File: src/sv/bidu_pkg.sv
`timescale 1ns / 1ps
`default_nettype none

package bidu_pkg;

    localparam int CAPACITY = 64;
    localparam int DATA_W   = 32;
    localparam int OP_W     = 3;
    localparam int POS_W    = 7;
    localparam int STAT_W   = 2;
    localparam int IDX_W    = (CAPACITY > 1) ? $clog2(CAPACITY) : 1;
    localparam int CNT_W    = $clog2(CAPACITY + 1);
    localparam int AT_W     = (CNT_W > POS_W) ? CNT_W : POS_W;

    typedef enum logic [OP_W-1:0] {
        OP_PUSH_FRONT = 3'd0,
        OP_PUSH_BACK  = 3'd1,
        OP_POP_FRONT  = 3'd2,
        OP_POP_BACK   = 3'd3,
        OP_INSERT_AT  = 3'd4,
        OP_REMOVE     = 3'd5,
        OP_CONTAINS   = 3'd6,
        OP_CLEAR      = 3'd7
    } t_op;

    typedef enum logic [STAT_W-1:0] {
        ST_OK      = 2'd0,
        ST_EMPTY   = 2'd1,
        ST_FULL    = 2'd2,
        ST_MISSING = 2'd3
    } t_status;

    typedef enum logic [1:0] {
        S_IDLE,
        S_EXEC,
        S_REPORT
    } t_state;

    // What every cell does in the update cycle.
    typedef enum logic [1:0] {
        CM_HOLD,
        CM_OPEN,
        CM_CLOSE
    } t_cell_mode;

    typedef struct packed {
        t_cell_mode              mode;
        logic [CNT_W-1:0]        at;
        logic signed [DATA_W-1:0] value;
    } t_cell_ctl;

    typedef struct packed {
        logic                     en;
        logic signed [DATA_W-1:0] value;
        logic [CNT_W-1:0]         count;
    } t_cmp;

endpackage

`default_nettype wire

File: src/sv/bidu_cell.sv
`timescale 1ns / 1ps
`default_nettype none

// One slot of the sequence. Opens a gap by taking from the left neighbor,
// closes one by taking from the right neighbor.
module bidu_cell import bidu_pkg::*; (
    input  wire logic                     i_clk,
    input  wire logic [IDX_W-1:0]         i_index,
    input  wire t_cmp                     i_cmp,
    input  wire t_cell_ctl                i_ctl,
    input  wire logic                     i_close_sel,
    input  wire logic signed [DATA_W-1:0] i_from_left,
    input  wire logic signed [DATA_W-1:0] i_from_right,
    output logic signed [DATA_W-1:0]      o_data,
    output logic                          o_match
);

    logic signed [DATA_W-1:0] r_data;
    logic signed [DATA_W-1:0] n_data;
    logic                     r_match;
    logic                     n_match;
    logic [CNT_W-1:0]         w_index;

    assign w_index = CNT_W'(i_index);

    always_comb begin
        n_data = r_data;
        case (i_ctl.mode)
            CM_OPEN: begin
                if (w_index == i_ctl.at) begin
                    n_data = i_ctl.value;
                end else if (w_index > i_ctl.at) begin
                    n_data = i_from_left;
                end
            end
            CM_CLOSE: begin
                if (i_close_sel) begin
                    n_data = i_from_right;
                end
            end
            default: n_data = r_data;
        endcase
    end

    // only occupied slots may match
    always_comb begin
        n_match = r_match;
        if (i_cmp.en) begin
            n_match = (w_index < i_cmp.count) && (r_data == i_cmp.value);
        end
    end

    always_ff @(posedge i_clk) begin
        r_data  <= n_data;
        r_match <= n_match;
    end

    assign o_data  = r_data;
    assign o_match = r_match;

endmodule

`default_nettype wire

File: config.mk
export PLATFORM = sky130hd
export DESIGN_NAME = bidu_cell
export DESIGN_NICKNAME = d
export VERILOG_FILES = /design/src/sv/bidu_pkg.sv /design/src/sv/bidu_cell.sv
export SDC_FILE = /design/constraint.sdc
export NUM_CORES = 1
export LEC_CHECK = 0
export BUFFER_PORTS_ARGS = -buffer_cell sky130_fd_sc_hd__clkbuf_2
export CAP_MARGIN = 20
export CORE_AREA = 2 2 78 80
export DETAILED_ROUTE_END_ITERATION = 8
export DIE_AREA = 0 0 80 82
export GPL_ROUTABILITY_DRIVEN = 0
export PLACE_DENSITY_LB_ADDON = 0.25
export SLEW_MARGIN = 40
export SYNTH_ARGS = -nofsm -noshare
export SYNTH_HDL_FRONTEND = slang
export SYNTH_SLANG_ARGS = --single-unit
File: constraint.sdc
create_clock -name i_clk -period 4.1 [get_ports i_clk]
set_input_delay 0.615 -clock i_clk [delete_from_list [all_inputs] [get_ports i_clk]]
set_output_delay 0.615 -clock i_clk [all_outputs]
set_load 0.02 [all_outputs]
; After elaboration in Yosys (flattened, before gate mapping)
; Cells that the tools add are included.
[totals]
register_bits = 33
latch_bits = 0
ramBits = 0
mem_bits_ro = 0
inputBits = 153
output_inout_bits = 33
word_cells = 17
mem_count = 0
[op_classes]
addsub = 0
multipliers = 0
n_div = 0
n_lt_le_gt_ge = 2
n_eq_ne = 6
shifts = 0
n_mux = 4
n_bitwise = 0
reduce_logical = 3
[ops]
columns = operator, n
row1 = 32-bit 2-to-1 mux, 3
row2 = 32-bit case mux with 2 select lines, 1
row3 = 32-bit == test, 1
row4 = 6-bit by 7-bit == test with 1-bit output, 1
row5 = 6-bit by 7-bit greater-than comparator with 1-bit output, 1
row6 = 6-bit by 7-bit < comparator with 1-bit output, 1
row7 = 3-bit inequality test (second input constant), 1
row8 = 3-bit AND reduction, 1
row9 = 2-bit by 1-bit == test with 1-bit output (second input constant), 1
row10 = 2-bit == test (second input constant), 1
row11 = 2-bit inequality test (second input constant), 1
row12 = 2-bit nonzero test, 1
row13 = 1-bit logical AND, 1

; Longest topological paths before layout
; Gate-level depths: netlist of run 1.
[logic_depth]
ltp_word = 4
mapped_depth = 7
depth_no_buf = 7

; Worst setup path before layout of run 1
; OpenSTA, ideal clock, no wires.
[synth_timing]
path_kind = input port to flip-flop
startpoint = input port i_index[0]
endpoint = register r_data[0], in the netlist o_data[0], enable pin
setup_ps = 392
t_arrival_ps = 2116
required_ps = 3708
path_slack_ps = 1593
path_stages = 7
n_path_buf = 0
path_cell_list = inv_1 ha_1 nand2b_1 a21o_1 a21oi_1 o22ai_1 a22o_1
[synth_between]
elab_chain_len = 3
elab_cells_between_ends = 4
cone_classes = order compare (1) / eq/ne (2) / reduce/logical (1)
[synth_lines]
columns = element, line_no
row1 = from (decl), bidu_cell.sv:8  ; input wire logic [IDX_W-1:0] i_index,
row2 = 6-bit by 7-bit greater-than comparator with 1-bit output / 6-bit by 7-bit == test with 1-bit output (equally long branches), "bidu_cell.sv:32, bidu_cell.sv:30"
row3 = 3-bit inequality test (no source line) *, --
row4 = 3-bit AND reduction (no source line) *, --
row5 = to (signal assigned), bidu_cell.sv:54  ; r_data <= n_data;
row6 = to (decl), bidu_cell.sv:18  ; logic signed [DATA_W-1:0] r_data;
; Mark *: on every way between the ends. The rest lies on a longest branch, timed or not.
; A chain may end at the register's enable or synchronous reset.

; Worst setup path in the final report of run 1
[layout_timing]
startpoint = input port i_ctl[37] (netlist name)
endpoint = register r_data[31], in the netlist o_data[31], data pin
[layout_between]
elab_chain_len = 3
[layout_lines]
columns = element, line_no
row1 = from (decl), bidu_cell.sv:10  ; input wire t_cell_ctl i_ctl,
row2 = 6-bit by 7-bit == test with 1-bit output, bidu_cell.sv:30  ; if (w_index == i_ctl.at) begin
row3 = 32-bit 2-to-1 mux, bidu_cell.sv:30
row4 = 32-bit case mux with 2 select lines, bidu_cell.sv:28  ; case (i_ctl.mode)
row5 = via n_data[31], bidu_cell.sv:19  ; logic signed [DATA_W-1:0] n_data;
; The timed path passes the listed nets, and every way through them passes these cells.

==> results of run 1 <==
[layout make-up]
type                            instances  area, sq um  share of cell area [%]
Timing Repair Buffer                  187        940.9                   27.36
Sequential cell                        33        991.0                   28.81
Inverter                               11        41.29                   1.200
Clock inverter                          2        33.78                  0.9822
Tap cell                               75        93.84                   2.728
Clock buffer                            6        72.57                   2.110
Multi-Input combinational cell        169         1266                   36.81
[power by group through the flow]
stage | combinational [W] | clock, W | sequential [W]
after detailed placement | 0.000251 | 0 | 0.000435
after global placement | 0.000247 | 0 | 0.000434
after CTS | 0.000252 | 0.000303 | 0.000428
final | 0.000249 | 0.000293 | 0.000427
after floorplan | 0.000102 | 0 | 0.000465
after global routing | 0.000276 | 0.000316 | 0.000430
[cells by family after synthesis]
kind of cell | count (synthesis) | synth area share, %
flops | 33 | 41.38
fa+ha+maj | 11 | 5.747
xor+xnor | 32 | 11.70
mux | 32 | 13.38
simple gates | 51 | 11.28
buf+inv | 21 | 6.060
compound gates | 43 | 10.45
[cell usage after synthesis]
library cell / instances / area share [%]
clkbuf_2: 1 / 0.21
nor3_1: 1 / 0.21
nor2_8: 1 / 0.84
nand3_1: 1 / 0.21
buf_2: 1 / 0.21
o21ai_0: 2 / 0.42
o21ai_2: 5 / 1.8
buf_8: 3 / 1.9
o21ai_1: 25 / 5.2
nand4_1: 2 / 0.52
edfxtp_1: 33 / 41
xor2_1: 32 / 12
clkbuf_1: 1 / 0.16
nor4_1: 8 / 2.1
nand4b_4: 1 / 0.99
a21oi_1: 4 / 0.84
mux2i_1: 32 / 13
nand2b_1: 2 / 0.52
nand2_1: 32 / 5.0
o22ai_1: 2 / 0.52
buf_6: 4 / 1.9
ha_1: 11 / 5.7
nor2b_1: 2 / 0.52
nand4b_1: 1 / 0.37
a21o_1: 4 / 1.3
a22o_1: 1 / 0.37
inv_1: 11 / 1.7
[worst register-to-register path: cells and delay by family (launching register included)]
family	cells	cell delay, ps
and+or+nand+nor	3	830
DFF	1	420
xor gates and xnor gates	1	170
[cells in the final DEF, fill, tap and decap left out, types with 4 or more instances in the layout]
cell      instances
inv_1            11
a21o_1            4
clkbuf_8          5
xor2_1           32
ha_1             11
nand2_1          32
edfxtp_1         33
a21oi_1           4
o21ai_2           5
clkbuf_2        185
o21ai_1          25
nor4_1            8
mux2i_1          32
[per-layer routing]
metal | vias up | routed length, microns | track usage [%]
li1 | 1166 | - | -
met4 | 0 | 32 | 4.576
met1 | 991 | 2382 | 19.56
met5 | - | 0 | 0
met3 | 5 | 482 | 3.187
met2 | 101 | 3327 | 35.33
[registers in the layout, indices dropped and copies added (netlist names)]
| register | count |
|---|---|
| o_data | 32 |
| o_match | 1 |
[final timing paths]
kind | start | end | slack (ps)
worst max-delay path | i_ctl[37] | o_data[31] | 1900
worst min-delay path | i_cmp[39] | o_match | 540
worst max register to register | o_data[20] | o_match | 2530
worst min register to register | o_data[25] | o_match | 870
[through the flow]
step	utilization (%)	area, sq um	hold slack [ps]
floorplan	-	2395	727.5
global placement	58.01	3333	818.3
detailed placement	58.01	3333	823.4
CTS	59.87	3440	534.3
global route	59.87	3440	536.2
finish	59.87	3440	540.7
==> qor.csv, run 1 <==
stage;metric;value;unit
sta;rsz0062_at_grt;no;
grt;antenna_found_initial;0;
cts;insertion_delay;280;ps
die;start_util;41.68;%
power;pwr-share-seq;44.1;%
worst_setup_path;crit_required;4090;ps
sta;min_period;2198;ps
worst_setup_path;slowest_delay;610;ps
sta;timing.final.ws_setup;1902;ps
run;maxCapViolations;0;
detailed_routing;ant_nets;0;
worst_setup_path;setup.worst_path.end_class;register;
cells_and_area;areaGrowthSynthToFinish;43.63;%
sta;slew_headroom;51.44;%
cts;hold_buffers;0;
cts;clkTransAtPathRegs;60;ps
power;p_clk_share;30.2;%
power;p_leak;1.660;nW
power;switching_share;27.07;%
outcome;status;complete, no violations;
grt;track_usage;17.88;%
worst_setup_path;crit_buf_inv;2;
worst_setup_path;cp_top_family;simple AND/OR/NAND/NOR gates;
worst_setup_path;arrival;2190;ps
power;p_total;0.0009694;W
grt;grt_pass1_wl;9025;microns
cts;ctsHtreeMaxLevel;2;
cts;clock-root-buffer;clkbuf_8;
cells_and_area;final_cells;483;
die;die_w;80;microns
worst_setup_path;cp.depth;7;
cts;post-cts-setup-buffer-count;0;
worst_setup_path;cpMaxStageDelayCell;nor2_8;
placement;port_buffers;185;
power;p_switching;0.0002624;W
detailed_routing;remaining_drc_errors;0;
cts;post_cts_resized;0;
cts;cts_buffers;5;
synth;seq_area_frac_synth;41.38;%
die;die_h;82;microns
synth;yosysUniqueCellTypes;27;
worst_setup_path;worstPathCellList;clkbuf_2 > inv_1 > ha_1 > nand4b_4 > nor2_8 > mux2i_1 > o21ai_0;
cells_and_area;fillCellCount;512;
detailed_routing;wire_per_inst;12.89;microns
die;core;5746;sq um
cells_and_area;antenna_cells;0;
grt;grt_max_degree;65;
synth;syn_area;2395;sq um
sta;period_share;53.62;%
synth;syn_avg_cell_area;10.74;sq um
synth;synth_nets;387;
sta;slew_viol_final;0;
worst_setup_path;critPathMaxFanout;32;
sta;hold_viol;0;
power;combPwrFrac;25.7;%
cts;clockBufferDepth;2;
synth;synth_warnings;0;
placement;post-place-ws;1565;ps
worst_setup_path;critPathKind;input port to register;
hold_path;hold_class;input port to register;
die;die-area;6560;sq um
placement;dp_hpwl;5167;microns
die;rows;28;
detailed_routing;drtIter0Drc;60;
cells_and_area;drive_gt1_share;49.26;%
die;io_pins;186;
detailed_routing;wirelength;6225;microns
power;p_per_area;281.8;nW/um^2
worst_setup_path;cp-start-kind;input port;
sta;max_freq;0.4549;GHz
sta;clock_skew;7.122;ps
grt;grt_pass1_vias;2088;
cts;cts_sinks;33;
power;p_int;0.0007070;W
sta;setup-violations-final;0;
synth;synthCells;223;
detailed_routing;first_pass_iters;4;
power;vdd_drop_max;0.1856;mV
grt;grt_remaining_overflow;0;
detailed_routing;vias_per_cell;4.685;
synth;synth-seq-cells;33;
cts;cts_tree;built;
cells_and_area;final_nets;571;
sta;tightest_slew;728.4;ps
placement;placed_cells;475;
sta;setup-tns-final;0;ps
worst_setup_path;r2r_cells;4;
detailed_routing;via_count;2263;
hold_path;min_path_cells;1;
(Power assumes the default switching activity.)
==> run 2, diff against run 1 <==
- CORE_AREA: 2 2 78 80 -> 2 2 81 83
- DIE_AREA: 0 0 80 82 -> 0 0 83 85
- clock period: 4.1 -> 2.3 ns (I/O delays scaled with it)
==> qor.csv, run 2 (synthesis results as in run 1) <==
stage;metric;value;unit
outcome;status;complete, no violations;
cts;ctsHtreeMaxLevel;2;
die;start_util;38.60;%
power;pwr-share-seq;44.3;%
cts;clkTransAtPathRegs;60;ps
cells_and_area;largest_reg_flops;32;
power;p_per_area;494.4;nW/um^2
power;p_leak;1.679;nW
sta;hold_viol;0;
sta;slew_headroom;59.27;%
hold_path;min_to;o_match;
cts;post-cts-setup-buffer-count;0;
hold_path;hold_class;input port to register;
cts;cts_sinks;33;
detailed_routing;via_count;2247;
power;combPwrFrac;25.9;%
power;p_int;0.001262;W
detailed_routing;vias_per_cell;4.605;
die;die_h;85;microns
detailed_routing;drtIter0Drc;43;
worst_setup_path;cp_top_family;compound AO/OA/AOI/OAI gates;
grt;use_met1;20.94;%
cells_and_area;final_nets;574;
detailed_routing;wire_per_inst;12.46;microns
sta;period_share;75.29;%
die;core;6205;sq um
worst_setup_path;crit_buf_inv;3;
cts;clockBufferDepth;2;
cells_and_area;final_util;56.04;%
grt;antenna_found_initial;0;
worst_setup_path;cpMaxStageDelayCell;ha_1;
worst_setup_path;crit_required;2320;ps
worst_setup_path;setup.worst_path.end_class;register;
detailed_routing;first_pass_iters;4;
sta;tightest_slew;611.0;ps
die;die_w;83;microns
worst_setup_path;r2r_cells;4;
power;vdd_drop_max;0.3278;mV
sta;rsz0062_at_grt;no;
placement;dp_hpwl;5213;microns
cells_and_area;drive_gt1_share;49.64;%
die;io_pins;186;
cells_and_area;final_cell_mix;clkbuf_2, edfxtp_1, mux2i_1, nand2_1, xor2_1;
sta;max_freq;0.5775;GHz
hold_path;hp-start;i_cmp[39];
grt;grt_busiest_layer;met2;
grt;gr-usage-met2;29.91;%
cells_and_area;fillCellCount;583;
power;p_clk_share;29.8;%
cells_and_area;final_common_cell;clkbuf_2;
hold_path;min_path_cells;1;
worst_setup_path;critPathMaxFanout;18;
placement;post-place-ws;246.1;ps
grt;gr-usage-met3;4.767;%
cts;cts_buffers;5;
worst_setup_path;worstPathCellList;clkbuf_2 > inv_1 > ha_1 > nand2b_1 > a21o_1 > a21oi_1 > o22ai_1 > a22o_1 > buf_4;
cells_and_area;areaGrowthSynthToFinish;45.19;%
grt;grt_max_degree;65;
die;die-area;7055;sq um
worst_setup_path;reg2reg_to;o_match;
detailed_routing;remaining_drc_errors;0;
power;switching_share;26.59;%
cts;post_cts_resized;0;
worst_setup_path;reg2reg_slack;740;ps
sta;setup-violations-final;0;
detailed_routing;ant_nets;0;
worst_setup_path;cp-start-kind;input port;
sta;min_period;1732;ps
die;rows;29;
grt;grt_pass1_wl;9742;microns
cells_and_area;antenna_cells;0;
cts;insertion_delay;270;ps
sta;setup-tns-final;0;ps
sta;slew_viol_final;0;
cts;cts_tree;built;
worst_setup_path;worstReg2RegStart;o_data[20];
placement;port_buffers;185;
worst_setup_path;arrival;1750;ps
detailed_routing;wirelength;6081;microns
worst_setup_path;slowest_delay;290;ps
sta;timing.final.ws_setup;568.3;ps
worst_setup_path;critPathKind;input port to register;
grt;grt_pass1_vias;2198;
run;maxCapViolations;0;
cts;clock-root-buffer;clkbuf_8;
grt;track_usage;17.24;%
power;p_switching;0.0004570;W
grt;grt_remaining_overflow;0;
cts;hold_buffers;0;
sta;clock_skew;4.556;ps
[run 2: cell type report]
cell class / instances / area (sq um) / share of cell area, %
well taps: 77 / 96.34 / 2.771
inverters: 11 / 41.29 / 1.187
repair buffers: 190 / 975.9 / 28.07
flip-flops and latches: 33 / 991.0 / 28.50
multi-input cells: 169 / 1266 / 36.42
clock buffers: 6 / 72.57 / 2.087
clock inverters: 2 / 33.78 / 0.9716
[run 2: worst register-to-register path, cell delays in order (launching register included)]
cell	delay (ps)
edfxtp_1	430
xor2_1	170
nor4_1	400
nand4_1	210
nor3_1	200
[run 2: worst max path at each step]
stage,startpoint,to,slack [ps],cells after the start
after detailed placement,i_index[0],o_data[2],250,9
after global routing,i_index[0],o_data[10],470,9
final,i_index[0],o_data[4],570,9
after floorplan,i_index[0],o_data[0],60,7
after CTS,i_index[0],o_data[4],550,9
after global placement,i_index[0],o_data[30],280,9
[run 2: per-layer routing]
| layer | routed length, microns | part of all wire (%) |
|---|---|---|
| met1 | 2438 | 40 |
| met2 | 3053 | 50 |
| met3 | 495 | 8.1 |
| met4 | 94 | 1.5 |
| met5 | 0 | 0 |
[run 2: power by group through the flow]
stage | Sequential [W] | Combinational [W] | Clock, W
4_1_cts | 0.000762 | 0.000452 | 0.000526
5_1_grt | 0.000766 | 0.000496 | 0.000560
2_1_floorplan | 0.000829 | 0.000181 | 0
6_report | 0.000761 | 0.000445 | 0.000512
3_3_place_gp | 0.000774 | 0.000443 | 0
3_5_place_dp | 0.000774 | 0.000452 | 0
[run 2: metrics by stage]
stage	total power, W	hold slack (ps)	instance area, sq um	std cells
2_1_floorplan	0.001011	457.5	2395	223
3_3_place_gp	0.001217	545.1	3371	480
3_5_place_dp	0.001225	546.3	3371	480
4_1_cts	0.001741	258.3	3477	488
5_1_grt	0.001823	252.8	3477	488
6_report	0.001719	268.2	3477	488
==> run 3, diff against run 2 <==
- clock period: 2.3 -> 1.8 ns (I/O delays scaled with it)
==> qor.csv, run 3 (synthesis results as in run 1) <==
stage;metric;value;unit
outcome;status;complete, no violations;
cts;cts_sinks;33;
grt;grt_max_degree;43;
hold_path;hold_class;input port to register;
worst_setup_path;critPathKind;input port to register;
cells_and_area;final_cell_mix;clkbuf_2, edfxtp_1, mux2i_1, nand2_1, xor2_1;
grt;antenna_found_initial;0;
sta;min_period;1729;ps
grt;grt_pass1_wl;10220;microns
die;core;6205;sq um
cells_and_area;multiInputGateArea;1275;sq um
hold_path;min_path_cells;1;
sta;setup-violations-final;0;
detailed_routing;drtIter0Drc;47;
worst_setup_path;cp-start-kind;input port;
worst_setup_path;reg2reg_slack;190;ps
sta;clock_skew;6.100;ps
power;p_per_area;630.7;nW/um^2
placement;dp_hpwl;5563;microns
worst_setup_path;worstReg2RegStart;o_data[20];
grt;track_usage;18.19;%
cells_and_area;final_nets;578;
cts;cts_buffers;5;
grt;grt_pass1_vias;2332;
hold_path;min_to;o_match;
sta;period_share;96.06;%
cells_and_area;largest_reg_flops;32;
worst_setup_path;setup.worst_path.end_class;register;
cts;insertion_delay;280;ps
cts;clockBufferDepth;2;
detailed_routing;wire_per_inst;13.28;microns
cells_and_area;areaGrowthSynthToFinish;47.34;%
cells_and_area;final_common_cell;clkbuf_2;
die;rows;29;
cts;hold_buffers;0;
die;die_h;85;microns
placement;placed_cells;484;
detailed_routing;remaining_drc_errors;0;
sta;max_freq;0.5784;GHz
cells_and_area;seq_area;991.0;sq um
cts;post-cts-setup-buffer-count;0;
cts;post_cts_resized;0;
cells_and_area;drive_gt1_share;50.36;%
sta;hold_viol;0;
cts;cts_tree;built;
sta;rsz0062_at_grt;no;
placement;post-place-ws;-216.9;ps
hold_path;hp-start;i_cmp[39];
detailed_routing;first_pass_iters;4;
die;die_w;83;microns
detailed_routing;wirelength;6536;microns
sta;timing.final.ws_setup;70.99;ps
cts;clkTransAtPathRegs;60;ps
cells_and_area;fillCellCount;592;
grt;grt_remaining_overflow;0;
die;start_util;38.60;%
die;die-area;7055;sq um
cells_and_area;final_cells;492;
worst_setup_path;r2r_cells;4;
power;vdd_drop_max;0.3129;mV
detailed_routing;vias_per_cell;4.760;
cells_and_area;antenna_cells;0;
cts;clock-root-buffer;clkbuf_8;
worst_setup_path;reg2reg_to;o_match;
cts;ctsHtreeMaxLevel;2;
sta;tightest_slew;478.5;ps
placement;port_buffers;185;
power;p_leak;1.705;nW
sta;slew_viol_final;0;
worst_setup_path;critPathMaxFanout;32;
sta;slew_headroom;67.81;%
run;maxCapViolations;0;
worst_setup_path;crit_required;1780;ps
detailed_routing;via_count;2342;
die;io_pins;186;
worst_setup_path;cp-startpoint;i_index[0];
detailed_routing;ant_nets;0;
worst_setup_path;arrival;1710;ps
[run 3: changes by cell type in the layout (fill, tap and decap cells not counted), sizes merged]
cell | previous run | this run
buf | 5 | 9
[run 3: per-layer routing]
layer | GRT usage, % | routed length (microns) | vias up
li1 | - | - | 1183
met1 | 21.64 | 2592 | 1033
met2 | 32.92 | 3364 | 116
met3 | 3.696 | 475 | 10
met4 | 5.961 | 104 | 0
met5 | 0 | 0 | -
[run 3: how the worst max path moves through the flow]
stage / end / cells after the start
3_3_place_gp: o_data[22] / 8
6_report: o_data[27] / 8
3_5_place_dp: o_data[30] / 8
2_1_floorplan: o_data[0] / 7
5_1_grt: o_data[27] / 8
4_1_cts: o_data[20] / 8
[run 3: worst max-delay path, stage by stage]
cell      delay (ps)
clkbuf_2          90
inv_1             40
ha_1             300
nand2b_1         170
a21o_1           180
a21oi_1          170
o22ai_1          110
a22o_4           370
[run 3: area by class of cell]
type                            count  share of cell area, %
Sequential cell                    33                  28.09
Tap cell                           77                  2.730
Clock inverter                      2                 0.9574
Multi-Input combinational cell    169                  36.13
Clock buffer                        6                  2.057
Timing Repair Buffer              194                  28.87
Inverter                           11                  1.170
[run 3: per-stage QoR]
step | total power, W | util [%] | hold WS, ps | TNS [ps] | area, sq um
after global placement | 0.001570 | 55.15 | 470.8 | -4562 | 3422
after detailed placement | 0.001585 | 55.15 | 474.8 | -7249 | 3422
final | 0.002225 | 56.87 | 194.9 | 0 | 3528
after floorplan | 0.001293 | - | 382.5 | 0 | 2404
after CTS | 0.002255 | 56.87 | 183.2 | 0 | 3528
after global routing | 0.002341 | 56.87 | 188.9 | 0 | 3528
[run 3: report_power, final]
group	leakage, nW	total [W]	internal, W	switching [W]
clock	0.0528	0.000662	0.000408	0.000254
combinational	1.35	0.000588	0.000285	0.000303
sequential	0.302	0.000975	0.000928	0.0000466
